==> config.mk <==
export PLATFORM = sky130hd
export DESIGN_NAME = svpwm_duty_generator
export DESIGN_NICKNAME = d
export VERILOG_FILES = /design/src/hw/rtl/svpwm_pkg.sv /design/src/hw/rtl/svpwm_div.sv /design/src/hw/rtl/svpwm_queue.sv /design/src/hw/rtl/svpwm_front.sv /design/src/hw/rtl/svpwm_back.sv /design/src/hw/rtl/svpwm_duty_generator.sv
export SDC_FILE = /design/constraint.sdc
export NUM_CORES = 2
export LEC_CHECK = 0
export ABC_AREA = 0
export BUFFER_PORTS_ARGS = -buffer_cell sky130_fd_sc_hd__buf_2
export CAP_MARGIN = 10
export CORE_MARGIN = 4
export CORE_UTILIZATION = 30
export CTS_BUF_LIST = sky130_fd_sc_hd__clkbuf_8
export CTS_CLUSTER_SIZE = 30
export DETAILED_ROUTE_END_ITERATION = 8
export SYNTH_ARGS = -nofsm -noshare
export SYNTH_HDL_FRONTEND = slang
export SYNTH_SLANG_ARGS = --single-unit
==> constraint.sdc <==
create_clock -name clk -period 18.6 [get_ports clk]
set_input_delay 3.72 -clock clk [delete_from_list [all_inputs] [get_ports clk]]
set_output_delay 3.72 -clock clk [all_outputs]
set_load 0.01 [all_outputs]
==> src/hw/rtl/svpwm_pkg.sv <==
// svpwm_pkg: shared constants, sector codes and lookup functions for the
// space vector pwm duty generator. no dependencies.
`timescale 1ns / 1ps

package svpwm_pkg;

	localparam int VOLT_WIDTH_DEF  = 16;
	localparam int DUTY_FRAC_DEF   = 15;
	localparam int BUS_W           = 14;
	localparam int SECTOR_W        = 3;
	localparam int DUTY_W          = 16;
	localparam int QUEUE_DEPTH     = 2;
	localparam int SQRT3_Q16       = 113512;
	localparam logic [BUS_W-1:0] BUS_RESET = 14'd3072;

	localparam logic [SECTOR_W-1:0] SECTOR_1 = 3'd1;
	localparam logic [SECTOR_W-1:0] SECTOR_2 = 3'd2;
	localparam logic [SECTOR_W-1:0] SECTOR_3 = 3'd3;
	localparam logic [SECTOR_W-1:0] SECTOR_4 = 3'd4;
	localparam logic [SECTOR_W-1:0] SECTOR_5 = 3'd5;
	localparam logic [SECTOR_W-1:0] SECTOR_6 = 3'd6;

	// sign code (a = bit 0, b = bit 1, c = bit 2) to sector
	function automatic logic [SECTOR_W-1:0] sector_of_code(input logic [2:0] code);
		logic [SECTOR_W-1:0] s;
		case (code)
			3'd2:    s = SECTOR_6;
			3'd3:    s = SECTOR_1;
			3'd4:    s = SECTOR_4;
			3'd5:    s = SECTOR_3;
			3'd6:    s = SECTOR_5;
			default: s = SECTOR_2; // codes 0, 1 and 7
		endcase
		return s;
	endfunction

	// which switching point (0..2) drives phase k in a sector
	function automatic logic [1:0] route_idx(input logic [SECTOR_W-1:0] sec,
		input logic [1:0] k);
		logic [5:0] row;
		case (sec)
			SECTOR_1: row = {2'd2, 2'd1, 2'd0};
			SECTOR_2: row = {2'd2, 2'd0, 2'd1};
			SECTOR_3: row = {2'd1, 2'd0, 2'd2};
			SECTOR_4: row = {2'd0, 2'd1, 2'd2};
			SECTOR_5: row = {2'd0, 2'd2, 2'd1};
			default:  row = {2'd1, 2'd2, 2'd0};
		endcase
		case (k)
			2'd0:    return row[1:0];
			2'd1:    return row[3:2];
			default: return row[5:4];
		endcase
	endfunction

endpackage

==> src/hw/rtl/svpwm_div.sv <==
// svpwm_div: restoring divider, one quotient bit per cycle.
// depends on nothing.
`timescale 1ns / 1ps

module svpwm_div #(
	parameter int W  = 33,
	parameter int NB = 19
) (
	input  logic          clk,
	input  logic          arst_n,
	input  logic          start,
	input  logic [W-1:0]  rem_init,
	input  logic [W-1:0]  divisor,
	input  logic [NB-1:0] num_bits,
	output logic          busy,
	output logic [NB-1:0] quot
);

	localparam int CW = $clog2(NB + 1);

	logic [W-1:0]  rem_q;
	logic [W-1:0]  den_q;
	logic [NB-1:0] nb_q;
	logic [NB-1:0] quo_q;
	logic [CW-1:0] cnt_q;
	logic [W:0]    rs;
	logic          ge;

	assign rs   = {rem_q, nb_q[NB-1]};
	assign ge   = rs >= {1'b0, den_q};
	assign busy = cnt_q != '0;
	assign quot = quo_q;

	always_ff @(posedge clk or negedge arst_n) begin
		if (!arst_n) begin
			cnt_q <= '0;
		end else if (start) begin
			cnt_q <= CW'(NB);
		end else if (busy) begin
			cnt_q <= cnt_q - 1'b1;
		end
	end

	always_ff @(posedge clk) begin
		if (start) begin
			rem_q <= rem_init;
			den_q <= divisor;
			nb_q  <= num_bits;
		end else if (busy) begin
			rem_q <= ge ? W'(rs - {1'b0, den_q}) : W'(rs);
			nb_q  <= {nb_q[NB-2:0], 1'b0};
			quo_q <= {quo_q[NB-2:0], ge};
		end
	end

endmodule

==> src/hw/rtl/svpwm_queue.sv <==
// svpwm_queue: small register queue between classifier and time engine.
// depends on nothing.
`timescale 1ns / 1ps

module svpwm_queue #(
	parameter int W     = 73,
	parameter int DEPTH = 2
) (
	input  logic         clk,
	input  logic         arst_n,
	input  logic         wr,
	input  logic [W-1:0] wdata,
	output logic         full,
	input  logic         rd,
	output logic         valid,
	output logic [W-1:0] rdata
);

	localparam int PTW = (DEPTH > 1) ? $clog2(DEPTH) : 1;
	localparam int CTW = $clog2(DEPTH + 1);

	logic [W-1:0]   mem_q [DEPTH];
	logic [PTW-1:0] wp_q;
	logic [PTW-1:0] rp_q;
	logic [CTW-1:0] cnt_q;
	logic           do_wr;
	logic           do_rd;

	assign full  = cnt_q == CTW'(DEPTH);
	assign valid = cnt_q != '0;
	assign rdata = mem_q[rp_q];
	assign do_wr = wr && !full;
	assign do_rd = rd && valid;

	always_ff @(posedge clk or negedge arst_n) begin
		if (!arst_n) begin
			wp_q  <= '0;
			rp_q  <= '0;
			cnt_q <= '0;
		end else begin
			if (do_wr) begin
				wp_q <= (wp_q == PTW'(DEPTH - 1)) ? '0 : wp_q + 1'b1;
			end
			if (do_rd) begin
				rp_q <= (rp_q == PTW'(DEPTH - 1)) ? '0 : rp_q + 1'b1;
			end
			if (do_wr && !do_rd) begin
				cnt_q <= cnt_q + 1'b1;
			end else if (do_rd && !do_wr) begin
				cnt_q <= cnt_q - 1'b1;
			end
		end
	end

	always_ff @(posedge clk) begin
		if (do_wr) begin
			mem_q[wp_q] <= wdata;
		end
	end

endmodule

==> src/hw/rtl/svpwm_front.sv <==
// svpwm_front: projects the voltage vector on three axes, finds the sector
// and picks the two projections. uses svpwm_pkg.
`timescale 1ns / 1ps

module svpwm_front
	import svpwm_pkg::*;
#(
	parameter int VOLT_WIDTH = VOLT_WIDTH_DEF,
	parameter int PW         = VOLT_WIDTH + 19
) (
	input  logic signed [VOLT_WIDTH-1:0] volt_alpha,
	input  logic signed [VOLT_WIDTH-1:0] volt_beta,
	output logic [SECTOR_W-1:0]          sector,
	output logic signed [PW-1:0]         proj1,
	output logic signed [PW-1:0]         proj2
);

	localparam int MW = VOLT_WIDTH + 18;

	logic signed [MW-1:0] prod;
	logic signed [PW-1:0] sa;
	logic signed [PW-1:0] be_x;
	logic signed [PW-1:0] b16;
	logic signed [PW-1:0] pa;
	logic signed [PW-1:0] pb;
	logic signed [PW-1:0] pc;
	logic [2:0]           code;

	assign prod = volt_alpha * $signed({1'b0, 17'(SQRT3_Q16)});
	assign sa   = PW'(prod);
	assign be_x = PW'(volt_beta);
	assign b16  = be_x <<< 16;
	assign pa   = be_x <<< 17;
	assign pb   = sa - b16;
	assign pc   = -(sa + b16);

	assign code = {(!pc[PW-1] && pc != '0), (!pb[PW-1] && pb != '0),
		(!pa[PW-1] && pa != '0)};
	assign sector = sector_of_code(code);

	always_comb begin
		case (sector)
			SECTOR_1: begin proj1 = pb;  proj2 = pa;  end
			SECTOR_2: begin proj1 = -pb; proj2 = -pc; end
			SECTOR_3: begin proj1 = pa;  proj2 = pc;  end
			SECTOR_4: begin proj1 = -pa; proj2 = -pb; end
			SECTOR_5: begin proj1 = pc;  proj2 = pb;  end
			default:  begin proj1 = -pc; proj2 = -pa; end
		endcase
	end

endmodule

==> src/hw/rtl/svpwm_back.sv <==
// svpwm_back: active-time division, over-modulation limit, duty rounding,
// phase routing and the result register. uses svpwm_pkg and svpwm_div.
`timescale 1ns / 1ps

module svpwm_back
	import svpwm_pkg::*;
#(
	parameter int VOLT_WIDTH     = VOLT_WIDTH_DEF,
	parameter int DUTY_FRAC_BITS = DUTY_FRAC_DEF,
	parameter int PW             = VOLT_WIDTH + 19
) (
	input  logic                  clk,
	input  logic                  arst_n,
	input  logic [BUS_W-1:0]      bus,
	input  logic                  q_valid,
	input  logic [SECTOR_W+2*PW-1:0] q_data,
	output logic                  q_pop,
	output logic                  empty,
	input  logic                  pop,
	output logic [SECTOR_W-1:0]   sector,
	output logic [DUTY_W-1:0]     duty_high_a,
	output logic [DUTY_W-1:0]     duty_high_b,
	output logic [DUTY_W-1:0]     duty_high_c,
	output logic                  overmod_limited
);

	localparam int G   = DUTY_FRAC_BITS + 2;
	localparam int TW  = G + 2;
	localparam int SW  = G + 3;
	localparam int NW  = 2 * G + 2;
	localparam int RW1 = BUS_W + 19;
	localparam int CW  = (PW - 1 > RW1) ? PW - 1 : RW1;
	localparam int DW  = G + 5;
	localparam int XW  = DW + DUTY_W;
	localparam logic [G-1:0]  LIM  = G'(((9 << G) + 5) / 10);
	localparam logic [TW-1:0] MAXV = {TW{1'b1}};
	localparam logic [XW-1:0] FULL = XW'(1) << DUTY_FRAC_BITS;

	localparam logic [2:0] ST_IDLE = 3'd0;
	localparam logic [2:0] ST_DIV1 = 3'd1;
	localparam logic [2:0] ST_MUL  = 3'd2;
	localparam logic [2:0] ST_LIM  = 3'd3;
	localparam logic [2:0] ST_DIV2 = 3'd4;
	localparam logic [2:0] ST_OUT  = 3'd5;

	logic [2:0]            state_q;
	logic [SECTOR_W-1:0]   sec_q;
	logic [TW-1:0]         t1_q;
	logic [TW-1:0]         t2_q;
	logic [SW-1:0]         sum_q;
	logic [NW-1:0]         n1_q;
	logic [NW-1:0]         n2_q;
	logic                  flag_q;
	logic [1:0]            force1_q;
	logic [1:0]            force2_q;
	logic                  res_valid_q;
	logic [SECTOR_W-1:0]   res_sec_q;
	logic [DUTY_W-1:0]     res_a_q;
	logic [DUTY_W-1:0]     res_b_q;
	logic [DUTY_W-1:0]     res_c_q;
	logic                  res_flag_q;

	logic [SECTOR_W-1:0]   in_sec;
	logic signed [PW-1:0]  in_p1;
	logic signed [PW-1:0]  in_p2;
	logic [1:0]            f1;
	logic [1:0]            f2;
	logic                  start1;
	logic                  start2;
	logic                  busy1a;
	logic                  busy1b;
	logic                  busy2a;
	logic                  busy2b;
	logic [TW-1:0]         q1a;
	logic [TW-1:0]         q1b;
	logic [G-1:0]          q2a;
	logic [G-1:0]          q2b;
	logic [RW1-1:0]        den4;
	logic [RW1-1:0]        up1;
	logic [RW1-1:0]        up2;
	logic [TW-1:0]         t1_sel;
	logic [TW-1:0]         t2_sel;
	logic signed [DW-1:0]  dpt [3];
	logic [DUTY_W-1:0]     dty [3];
	logic [DUTY_W-1:0]     ph  [3];
	logic                  res_free;

	assign {in_sec, in_p1, in_p2} = q_data;
	assign den4 = {bus, 19'b0};
	assign up1  = RW1'(in_p1);
	assign up2  = RW1'(in_p2);

	// force code: 0 divide, 1 zero, 2 saturate
	function automatic logic [1:0] force_of(input logic signed [PW-1:0] p,
		input logic [BUS_W-1:0] b);
		logic [CW-1:0] up;
		logic [CW-1:0] lim4;
		up   = CW'(p[PW-2:0]);
		lim4 = CW'({b, 19'b0});
		if (p[PW-1] || p == '0) return 2'd1;
		if (b == '0 || up >= lim4) return 2'd2;
		return 2'd0;
	endfunction

	assign f1 = force_of(in_p1, bus);
	assign f2 = force_of(in_p2, bus);

	assign q_pop  = (state_q == ST_IDLE) && q_valid;
	assign start1 = q_pop;
	assign start2 = (state_q == ST_LIM) && (sum_q > SW'(LIM));

	svpwm_div #(.W(RW1), .NB(TW)) u_div1a (
		.clk(clk), .arst_n(arst_n), .start(start1), .rem_init(up1),
		.divisor(den4), .num_bits('0), .busy(busy1a), .quot(q1a)
	);
	svpwm_div #(.W(RW1), .NB(TW)) u_div1b (
		.clk(clk), .arst_n(arst_n), .start(start1), .rem_init(up2),
		.divisor(den4), .num_bits('0), .busy(busy1b), .quot(q1b)
	);
	svpwm_div #(.W(SW), .NB(G)) u_div2a (
		.clk(clk), .arst_n(arst_n), .start(start2), .rem_init(SW'(n1_q[NW-1:G])),
		.divisor(sum_q), .num_bits(n1_q[G-1:0]), .busy(busy2a), .quot(q2a)
	);
	svpwm_div #(.W(SW), .NB(G)) u_div2b (
		.clk(clk), .arst_n(arst_n), .start(start2), .rem_init(SW'(n2_q[NW-1:G])),
		.divisor(sum_q), .num_bits(n2_q[G-1:0]), .busy(busy2b), .quot(q2b)
	);

	always_comb begin
		case (force1_q)
			2'd1:    t1_sel = '0;
			2'd2:    t1_sel = MAXV;
			default: t1_sel = q1a;
		endcase
		case (force2_q)
			2'd1:    t2_sel = '0;
			2'd2:    t2_sel = MAXV;
			default: t2_sel = q1b;
		endcase
	end

	// switching points, rounding to duty format and phase routing
	always_comb begin
		logic signed [DW-1:0] one;
		logic signed [DW-1:0] e1;
		logic signed [DW-1:0] e2;
		logic [XW-1:0]        rr;
		one = DW'(1) <<< G;
		e1  = $signed({{(DW-TW){1'b0}}, t1_q});
		e2  = $signed({{(DW-TW){1'b0}}, t2_q});
		dpt[0] = one + e1 + e2;
		dpt[1] = one - e1 + e2;
		dpt[2] = one - e1 - e2;
		for (int k = 0; k < 3; k++) begin
			if (dpt[k][DW-1]) begin
				rr = '0;
			end else begin
				rr = (XW'(dpt[k]) + XW'(4)) >> 3;
			end
			if (rr > FULL) begin
				rr = FULL;
			end
			dty[k] = rr[DUTY_W-1:0];
		end
		for (int k = 0; k < 3; k++) begin
			ph[k] = dty[route_idx(sec_q, 2'(k))];
		end
	end

	assign res_free = !res_valid_q || pop;

	always_ff @(posedge clk or negedge arst_n) begin
		if (!arst_n) begin
			state_q     <= ST_IDLE;
			res_valid_q <= 1'b0;
		end else begin
			if (pop) begin
				res_valid_q <= 1'b0;
			end
			case (state_q)
				ST_IDLE: if (q_valid) state_q <= ST_DIV1;
				ST_DIV1: if (!busy1a && !busy1b) state_q <= ST_MUL;
				ST_MUL:  state_q <= ST_LIM;
				ST_LIM:  state_q <= start2 ? ST_DIV2 : ST_OUT;
				ST_DIV2: if (!busy2a && !busy2b) state_q <= ST_OUT;
				ST_OUT: begin
					if (res_free) begin
						res_valid_q <= 1'b1;
						state_q     <= ST_IDLE;
					end
				end
				default: state_q <= ST_IDLE;
			endcase
		end
	end

	always_ff @(posedge clk) begin
		case (state_q)
			ST_IDLE: begin
				sec_q    <= in_sec;
				force1_q <= f1;
				force2_q <= f2;
			end
			ST_DIV1: begin
				t1_q <= t1_sel;
				t2_q <= t2_sel;
			end
			ST_MUL: begin
				sum_q <= SW'(t1_q) + SW'(t2_q);
				n1_q  <= NW'(LIM) * NW'(t1_q);
				n2_q  <= NW'(LIM) * NW'(t2_q);
			end
			ST_LIM: flag_q <= start2;
			ST_DIV2: begin
				t1_q <= TW'(q2a);
				t2_q <= TW'(q2b);
			end
			ST_OUT: begin
				if (res_free) begin
					res_sec_q  <= sec_q;
					res_a_q    <= ph[0];
					res_b_q    <= ph[1];
					res_c_q    <= ph[2];
					res_flag_q <= flag_q;
				end
			end
			default: ;
		endcase
	end

	assign empty           = !res_valid_q;
	assign sector          = res_sec_q;
	assign duty_high_a     = res_a_q;
	assign duty_high_b     = res_b_q;
	assign duty_high_c     = res_c_q;
	assign overmod_limited = res_flag_q;

endmodule

==> src/hw/rtl/svpwm_duty_generator.sv <==
// svpwm_duty_generator: top level of the seven-segment space vector pwm duty
// generator. uses svpwm_pkg, svpwm_front, svpwm_queue and svpwm_back.
//
// usage
// - input channel: drive volt_alpha / volt_beta (signed q8.8) and raise push;
//   an item is taken at a clock edge with push high and full low
// - result channel: while empty is low the oldest result (sector, three
//   high-side duties in q1.15, overmod_limited) sits on the ports; pop takes it
// - bus_voltage (unsigned q6.8) is written through cfg_valid / cfg_ready;
//   cfg_ready is always high, write it only while no item is in flight
// - the front classifies the vector in the accept cycle and parks it in a
//   two-entry queue; the back takes one item at a time from that queue
// - per item the back pops the queue, runs the active-time dividers (one bit
//   per cycle), multiplies, compares against the limit, runs the
//   over-modulation rescale divider only when the limit is exceeded and
//   loads the result register; it takes the next item from the queue only
//   after that result load
// - a stalled receiver holds the result register; the back finishes the next
//   item and waits, and the queue keeps taking items until it is full
// - reset empties the queue and result register and sets bus_voltage to 12 v
`timescale 1ns / 1ps

module svpwm_duty_generator
	import svpwm_pkg::*;
#(
	parameter int VOLT_WIDTH     = VOLT_WIDTH_DEF,
	parameter int DUTY_FRAC_BITS = DUTY_FRAC_DEF
) (
	input  logic                         clk,
	input  logic                         arst_n,
	input  logic                         push,
	output logic                         full,
	input  logic signed [VOLT_WIDTH-1:0] volt_alpha,
	input  logic signed [VOLT_WIDTH-1:0] volt_beta,
	input  logic                         cfg_valid,
	output logic                         cfg_ready,
	input  logic [BUS_W-1:0]             bus_voltage,
	output logic                         empty,
	input  logic                         pop,
	output logic [SECTOR_W-1:0]          sector,
	output logic [DUTY_W-1:0]            duty_high_a,
	output logic [DUTY_W-1:0]            duty_high_b,
	output logic [DUTY_W-1:0]            duty_high_c,
	output logic                         overmod_limited
);

	localparam int PW = VOLT_WIDTH + 19;
	localparam int QW = SECTOR_W + 2 * PW;

	logic [BUS_W-1:0]     bus_q;
	logic [SECTOR_W-1:0]  f_sec;
	logic signed [PW-1:0] f_p1;
	logic signed [PW-1:0] f_p2;
	logic                 q_valid;
	logic                 q_pop;
	logic [QW-1:0]        q_data;

	// bus voltage register, always ready
	assign cfg_ready = 1'b1;

	always_ff @(posedge clk or negedge arst_n) begin
		if (!arst_n) begin
			bus_q <= BUS_RESET;
		end else if (cfg_valid) begin
			bus_q <= bus_voltage;
		end
	end

	// classify the vector as it arrives
	svpwm_front #(.VOLT_WIDTH(VOLT_WIDTH), .PW(PW)) u_front (
		.volt_alpha(volt_alpha),
		.volt_beta (volt_beta),
		.sector    (f_sec),
		.proj1     (f_p1),
		.proj2     (f_p2)
	);

	// decouples the accept side from the time engine
	svpwm_queue #(.W(QW), .DEPTH(QUEUE_DEPTH)) u_queue (
		.clk   (clk),
		.arst_n(arst_n),
		.wr    (push),
		.wdata ({f_sec, f_p1, f_p2}),
		.full  (full),
		.rd    (q_pop),
		.valid (q_valid),
		.rdata (q_data)
	);

	// times, limit, duties and result register
	svpwm_back #(
		.VOLT_WIDTH    (VOLT_WIDTH),
		.DUTY_FRAC_BITS(DUTY_FRAC_BITS),
		.PW            (PW)
	) u_back (
		.clk            (clk),
		.arst_n         (arst_n),
		.bus            (bus_q),
		.q_valid        (q_valid),
		.q_data         (q_data),
		.q_pop          (q_pop),
		.empty          (empty),
		.pop            (pop),
		.sector         (sector),
		.duty_high_a    (duty_high_a),
		.duty_high_b    (duty_high_b),
		.duty_high_c    (duty_high_c),
		.overmod_limited(overmod_limited)
	);

endmodule
== Word level (Yosys, flattened, before mapping) ==
Memory sizes are Yosys's and may differ from the RTL's.
Index checks and enable logic that the tools add are counted.

* Bits in registers: 478
* Bits in writable memories: 146
* Input bits: 51
* Memories kept: 1

* Add/sub/neg operators: 27
* $mul: 3
* Magnitude comparators: 13
* Equality and inequality tests: 29
* Multiplexer cells: 76
* Bitwise gates (word level): 5
* Reduce and logical (&&, ||, !) cells: 51

{| class="wikitable"
|+ Memory list
! name !! depth !! width !! rd ports !! clocked after memory_dff !! wr ports !! line !! RTL
|-
| u_queue.mem_q || 2 || 73 || 1 || 0 || 1 || svpwm_queue.sv:22 || <nowiki>logic [W-1:0] mem_q [DEPTH];</nowiki>
|}

{| class="wikitable"
|+ Operator list
! cell !! number
|-
| case mux 35 bit (5 select lines) || 2
|-
| 2-to-1 mux 33 bit || 6
|-
| case mux 19 bit (2 select lines) || 4
|-
| 2-to-1 mux 16 bit || 9
|-
| >= comparator 34 x 33 -> 1 bit || 4
|-
| greater-than comparator 35 x 16 -> 1 bit, second input constant || 3
|-
| 2-to-1 mux 35 bit || 3
|-
| negator 35 bit || 3
|-
| nonzero test 35 bit || 3
|-
| binary-select mux 16 bit (select 2 bit) || 3
|-
| 2-to-1 mux 19 bit || 4
|-
| multiplier 17 x 19 -> 36 bit, first input constant || 2
|-
| zero test 35 bit || 2
|-
| adder 22 x 4 -> 23 bit, second input constant || 3
|-
| 2-to-1 mux 17 bit || 4
|-
| subtractor 33 bit || 2
|-
| >= comparator 21 x 20 -> 1 bit || 2
|-
| 2-to-1 mux 20 bit || 2
|-
| 2-to-1 mux 5 bit || 8
|-
| subtractor 20 bit || 2
|-
| adder 34 x 32 -> 35 bit || 1
|-
| negator 33 -> 35 bit || 1
|-
| subtractor 34 x 32 -> 35 bit || 1
|-
| multiplier 16 x 15 -> 31 bit, second input constant || 1
|-
| 35 further kinds || 129
|}

== Logic depth before layout (Yosys ltp) ==
* Depth in word-level cells: 9
* Gate-level depth with buffers: 43
* Mapped depth without buffers: 39

== Hierarchy ==
A second synthesis with hierarchy kept.

* Cell total of the unflattened synthesis: 6734
* Area, all modules: 67666.1 sq um

{| class="wikitable"
|+ Modules (own cells, without submodules)
! module !! instances !! cells an instance !! area each (sq um) !! sequential area each (sq um)
|-
| svpwm_back || 1 || 2712 || 26472.9 || 5805.6
|-
| svpwm_front || 1 || 1899 || 13716.9 || 0.0
|-
| svpwm_div at u_back.u_div1a ... || 2 || 554 || 6165.9 || 3248.1
|-
| svpwm_div at u_back.u_div2a ... || 2 || 369 || 4448.0 || 2347.3
|-
| svpwm_queue || 1 || 246 || 5715.5 || 4484.3
|-
| svpwm_duty_generator || 1 || 31 || 533.0 || 352.8
|}

== Worst setup path after synthesis ==
OpenSTA, ideal clock, no wires.

* Path kind: input to register
* Start: input port volt_alpha[6]
* End: memory u_queue.mem_q[0][31], data pin
* Library setup time: 279 ps
* Arrival time: 12313 ps
* Data required time: 18321 ps
* Path slack: 6009 ps
* Cell stages on the path: 40
* Cell sequence: ha_1 > inv_1 > fa_1 > fa_1 > inv_1 > fa_1 > fa_1 > inv_1 > fa_1 > inv_1 > ha_1 > a21o_1 > a21oi_1 > o21ai_0 > a41o_1 > o21ai_0 > nand2b_1 > xor2_1 > (+4 left out) > clkbuf_1 > a21oi_1 > o21ai_0 > a211o_1 > and2_1 > buf_2 > xor2_1 > a221oi_2 > or3b_1 > clkbuf_1 > or4_4 > o21a_1 > buf_6 > nand2_1 > buf_4 > a211oi_1 > a2111oi_0 > a22oi_1

* Longest elaborated chain between the ends: 9
* Elaborated cells between the ends (all ways): 24
* Classes of those cells: add/sub: 5; mul: 1; eq/ne: 10; mux: 2; reduce/logical: 6

{| class="wikitable"
|+ Ends and longest elaborated chain
! item !! line !! RTL
|-
| start: declaration || svpwm_duty_generator.sv:33 || <nowiki>input logic signed [VOLT_WIDTH-1:0] volt_alpha,</nowiki>
|-
| multiplier 16 x 15 -> 31 bit * || svpwm_front.sv:29 || <nowiki>assign prod = volt_alpha * $signed({1'b0, 17'(SQRT3_Q16)});</nowiki>
|-
| adder 34 x 32 -> 35 bit || svpwm_front.sv:35 || <nowiki>assign pc = -(sa + b16);</nowiki>
|-
| negator 35 bit || svpwm_front.sv:35 ||
|-
| nonzero test 35 bit / zero test 1 bit (equally long branches) || svpwm_front.sv:37 || <nowiki>assign code = {(!pc[PW-1] && pc != '0), (!pb[PW-1] && pb != '0),</nowiki>
|-
| logical AND 1 bit || svpwm_front.sv:37 ||
|-
| equality test 3 bit / equality test 3 x 2 -> 1 bit (equally long branches) || svpwm_pkg.sv:26 || <nowiki>case (code)</nowiki>
|-
| case mux 3 bit (5 select lines) || svpwm_pkg.sv:26 ||
|-
| equality test 3 bit, or another cell as far along || svpwm_front.sv:42 || <nowiki>case (sector)</nowiki>
|-
| case mux 35 bit (5 select lines) * || svpwm_front.sv:42 ||
|-
| net f_p2[31] || svpwm_duty_generator.sv:53 || <nowiki>logic signed [PW-1:0] f_p2;</nowiki>
|-
| end: declaration || svpwm_queue.sv:22 ||
|}

Mark *: on every way through the listed nets, which the timed path passes. The rest lies on a longest branch.

== Final worst setup path ==
* Start: input port volt_alpha[0]
* End: memory u_queue.mem_q[0][21], data pin

Same word-level chain as after synthesis.

==> flow_metrics.env <==
export IMPL_drive_gt1_share_pct=7.49
export IMPL_status="completed"
export IMPL_period_minus_slack_ns=14.11
export IMPL_synth_fp_nets=7237
export IMPL_maxSlewHeadroom_pct=20.5
export IMPL_timing_fmax_mhz=70.8
export IMPL_cts_tree="built"
export IMPL_min_path_cells=0
export IMPL_io_pins=106
export IMPL_htreeDepth=3
export IMPL_vias=45500
export IMPL_crit_top_cell="inv_1"
export IMPL_clkLatencyLatePin_ns=0.82
export IMPL_holdBufCountCts=0
export IMPL_fin_crit_sh_pct=75.9
export IMPL_synth_flop_cell="edfxtp_1"
export IMPL_synth_edff_count=562
export IMPL_endpoint_kind="flop"
export IMPL_antenna_found_initial=6
export IMPL_die_h_microns=453
export IMPL_start_util_pct=30.2
export IMPL_slowest_delay_ns=0.75
export IMPL_skew_ns=0.0561
export IMPL_hold_violations=0
export IMPL_core_rowCount=163
export IMPL_cts_resized=0
export IMPL_num_nets_final=7302
export IMPL_slew_violations=0
export IMPL_numCtsBuffers=104
export IMPL_drt_total_wl_mm=167
export IMPL_die_area_sq_mm=0.205
export IMPL_worstPathRequired_ns=19.07
export IMPL_grt_overflow_total=0
export IMPL_hp_class="flop to flop"
export IMPL_syn_to_final_growth_pct=9.29
export IMPL_seq_area_frac_synth_pct=30.2
export IMPL_path_clk_slew_ns=0.06
export IMPL_grt_pass1_wl_mm=261
export IMPL_initialDrtViolationCount=3203
export IMPL_yosysUniqueCellTypes=116
export IMPL_cts_max_path_buffers=3
export IMPL_worstMarginPinSlew_ns=1.19
export IMPL_first_global_vias=45900
export IMPL_root_buffer="clkbuf_8"
export IMPL_syn_area_sq_mm=0.0595
export IMPL_fin_setup_tns_ns=0
export IMPL_grt_max_degree=83
export IMPL_first_pass_iters=6
export IMPL_hpwl_mm=132
export IMPL_gp_congestion=0.931
export IMPL_reg2reg_depth=23
export IMPL_ant_nets=0
export IMPL_path_class="input pin to flop"
export IMPL_avgRoutedWirePerCell_microns=18.8
export IMPL_cts_setup_buffers=0
export IMPL_start_kind="input pin"
export IMPL_max_cap_violations=0
export IMPL_io_buffers=104
export IMPL_avgViaCountPerCell=5.11
export IMPL_arrival_ns=14.59
export IMPL_fp_coreArea_sq_mm=0.197
export IMPL_ys_seq_elements=606
export IMPL_critPathMaxFanout=34
export IMPL_syn_mean_instance_area_sq_um=9.73
export IMPL_cts_sinks=606
export IMPL_rsz0062_at_grt="no"
export IMPL_yosys_warnings=0
export IMPL_setup_viol=0
export IMPL_dieWidth_microns=453
export IMPL_synthArstFlopShare_pct=6.93
export IMPL_syn_inst=6114
export IMPL_track_usage_pct=16.0
export IMPL_drc=0
export IMPL_crit_slowest_cell="o21a_2"
==> layer usage <==
metal | up-vias | wire length, microns | global-route usage [%]
met5 | - | 0 | 0
met2 | 1334 | 80600 | 27.5
met3 | 332 | 8150 | 1.92
met4 | 0 | 7260 | 6.79
met1 | 22200 | 71200 | 20.2
li1 | 21700 | - | -
==> worst paths after layout <==
check                                    start                      end  slack, ns
max in group asynchronous               arst_n             u_queue.rp_q      14.96
worst min register to register   u_back.flag_q   u_back.overmod_limited       0.42
min in group asynchronous               arst_n  u_back.u_div2b.cnt_q[1]       3.04
worst max register to register  u_back.t1_q[6]          u_back.n1_q[35]      11.09
worst max-delay path             volt_alpha[0]     u_queue.mem_q[0][21]       4.49
worst min-delay path             u_back.flag_q   u_back.overmod_limited       0.42
==> kinds of logic after synthesis <==
| kind of cell | count (synthesis) | synth area share [%] |
|---|---|---|
| and+or+nand+nor | 1532 | 12.6 |
| AOI/OAI and AO/OA | 1362 | 15.0 |
| adders and majority gates | 1073 | 27.4 |
| buffers and inverters | 1014 | 6.63 |
| DFF | 606 | 30.2 |
| xor gates and xnor gates | 376 | 5.55 |
| muxes | 150 | 2.64 |
| other | 1 | 0.00631 |
==> critical path: cells and delay by family <==
family | cells | cell delay, ns
AO/OA/AOI/OAI | 13 | 3.47
multiplexers | 1 | 0.70
XOR/XNOR | 1 | 0.10
AND/OR/NAND/NOR | 7 | 1.12
buffers and inverters | 8 | 1.31
adder cells (fa/ha/maj) | 9 | 4.08
==> sequential cells by signal, summed over array words and instances, names as in the netlist, 20 cells and up <==
name,cells
u_back.u_div1b.rem_q,30
u_queue.mem_q,134
u_back.u_div2b.rem_q,20
u_back.n1_q,36
u_back.u_div1a.rem_q,30
u_back.u_div2a.den_q,20
u_back.n2_q,36
u_back.sum_q,20
u_back.u_div2a.rem_q,20
==> cell usage in the layout, fill, tap and decap left out, drive strengths merged, types with 32 or more instances in the layout <==
| master | count |
|---|---|
| a211oi | 75 |
| a21o | 82 |
| a21oi | 386 |
| a31oi | 52 |
| and2 | 40 |
| and3 | 32 |
| buf | 165 |
| clkbuf | 114 |
| clkinv | 35 |
| dfrtp | 40 |
| edfxtp | 562 |
| fa | 382 |
| ha | 690 |
| inv | 845 |
| mux2 | 37 |
| mux2i | 113 |
| nand2 | 459 |
| nand2b | 61 |
| nand3 | 86 |
| nand4 | 55 |
| nor2 | 403 |
| nor2b | 51 |
| nor3 | 135 |
| nor4 | 53 |
| o211ai | 39 |
| o21a | 53 |
| o21ai | 312 |
| or3 | 47 |
| xnor2 | 265 |
| xor2 | 111 |
==> synth_stat cells (32+ instances only) <==
cell type | count | area, sq um
dfrtp_1 | 40 | 1000
o21a_1 | 53 | 398
a211oi_1 | 64 | 480
nor4_1 | 47 | 294
fa_1 | 382 | 7650
or3_1 | 47 | 294
and3_1 | 32 | 200
a21oi_1 | 379 | 1900
nand2b_1 | 61 | 382
and2_1 | 39 | 244
inv_1 | 806 | 3030
o21ai_0 | 283 | 1420
nand3_1 | 86 | 430
nand2_1 | 457 | 1720
edfxtp_1 | 562 | 16900
clkbuf_1 | 146 | 548
a31oi_1 | 52 | 325
mux2i_1 | 111 | 1110
mux2_2 | 37 | 417
nor2_1 | 399 | 1500
ha_1 | 690 | 8630
nand4_1 | 54 | 338
xor2_1 | 111 | 972
nor2b_1 | 50 | 313
o211ai_1 | 39 | 293
a21o_1 | 82 | 616
nor3_1 | 130 | 651
xnor2_1 | 264 | 2310
==> metrics by stage <==
step | instance area [sq um] | std cells | util, % | setup WS (ns) | hold slack [ns]
final | 65000 | 8908 | 33.0 | 4.49 | 0.425
after global routing | 65000 | 8906 | 33.0 | 3.80 | 0.443
after CTS | 65000 | 8904 | 33.0 | 4.63 | 0.420
after detailed placement | 63000 | 8713 | 31.9 | 3.75 | 0.406
after global placement | 63000 | 8713 | 31.9 | 3.84 | 0.404
after floorplan | 59500 | 6114 | - | 6.01 | 0.400
==> area by class of cell <==
type                    instances  area, sq um
inverters                     808         3030
clock buffers                 114         1570
flip-flops and latches        606        18000
diodes                          4         10.0
clock inverters                77          449
repair buffers                165          978
well taps                    2640         3300
multi-input cells            4494        37700
fillers                     20200       132000
Power is left out: the tool's default activity adds up to more than one toggle a clock period on the data nets, which glitch-free logic cannot reach.
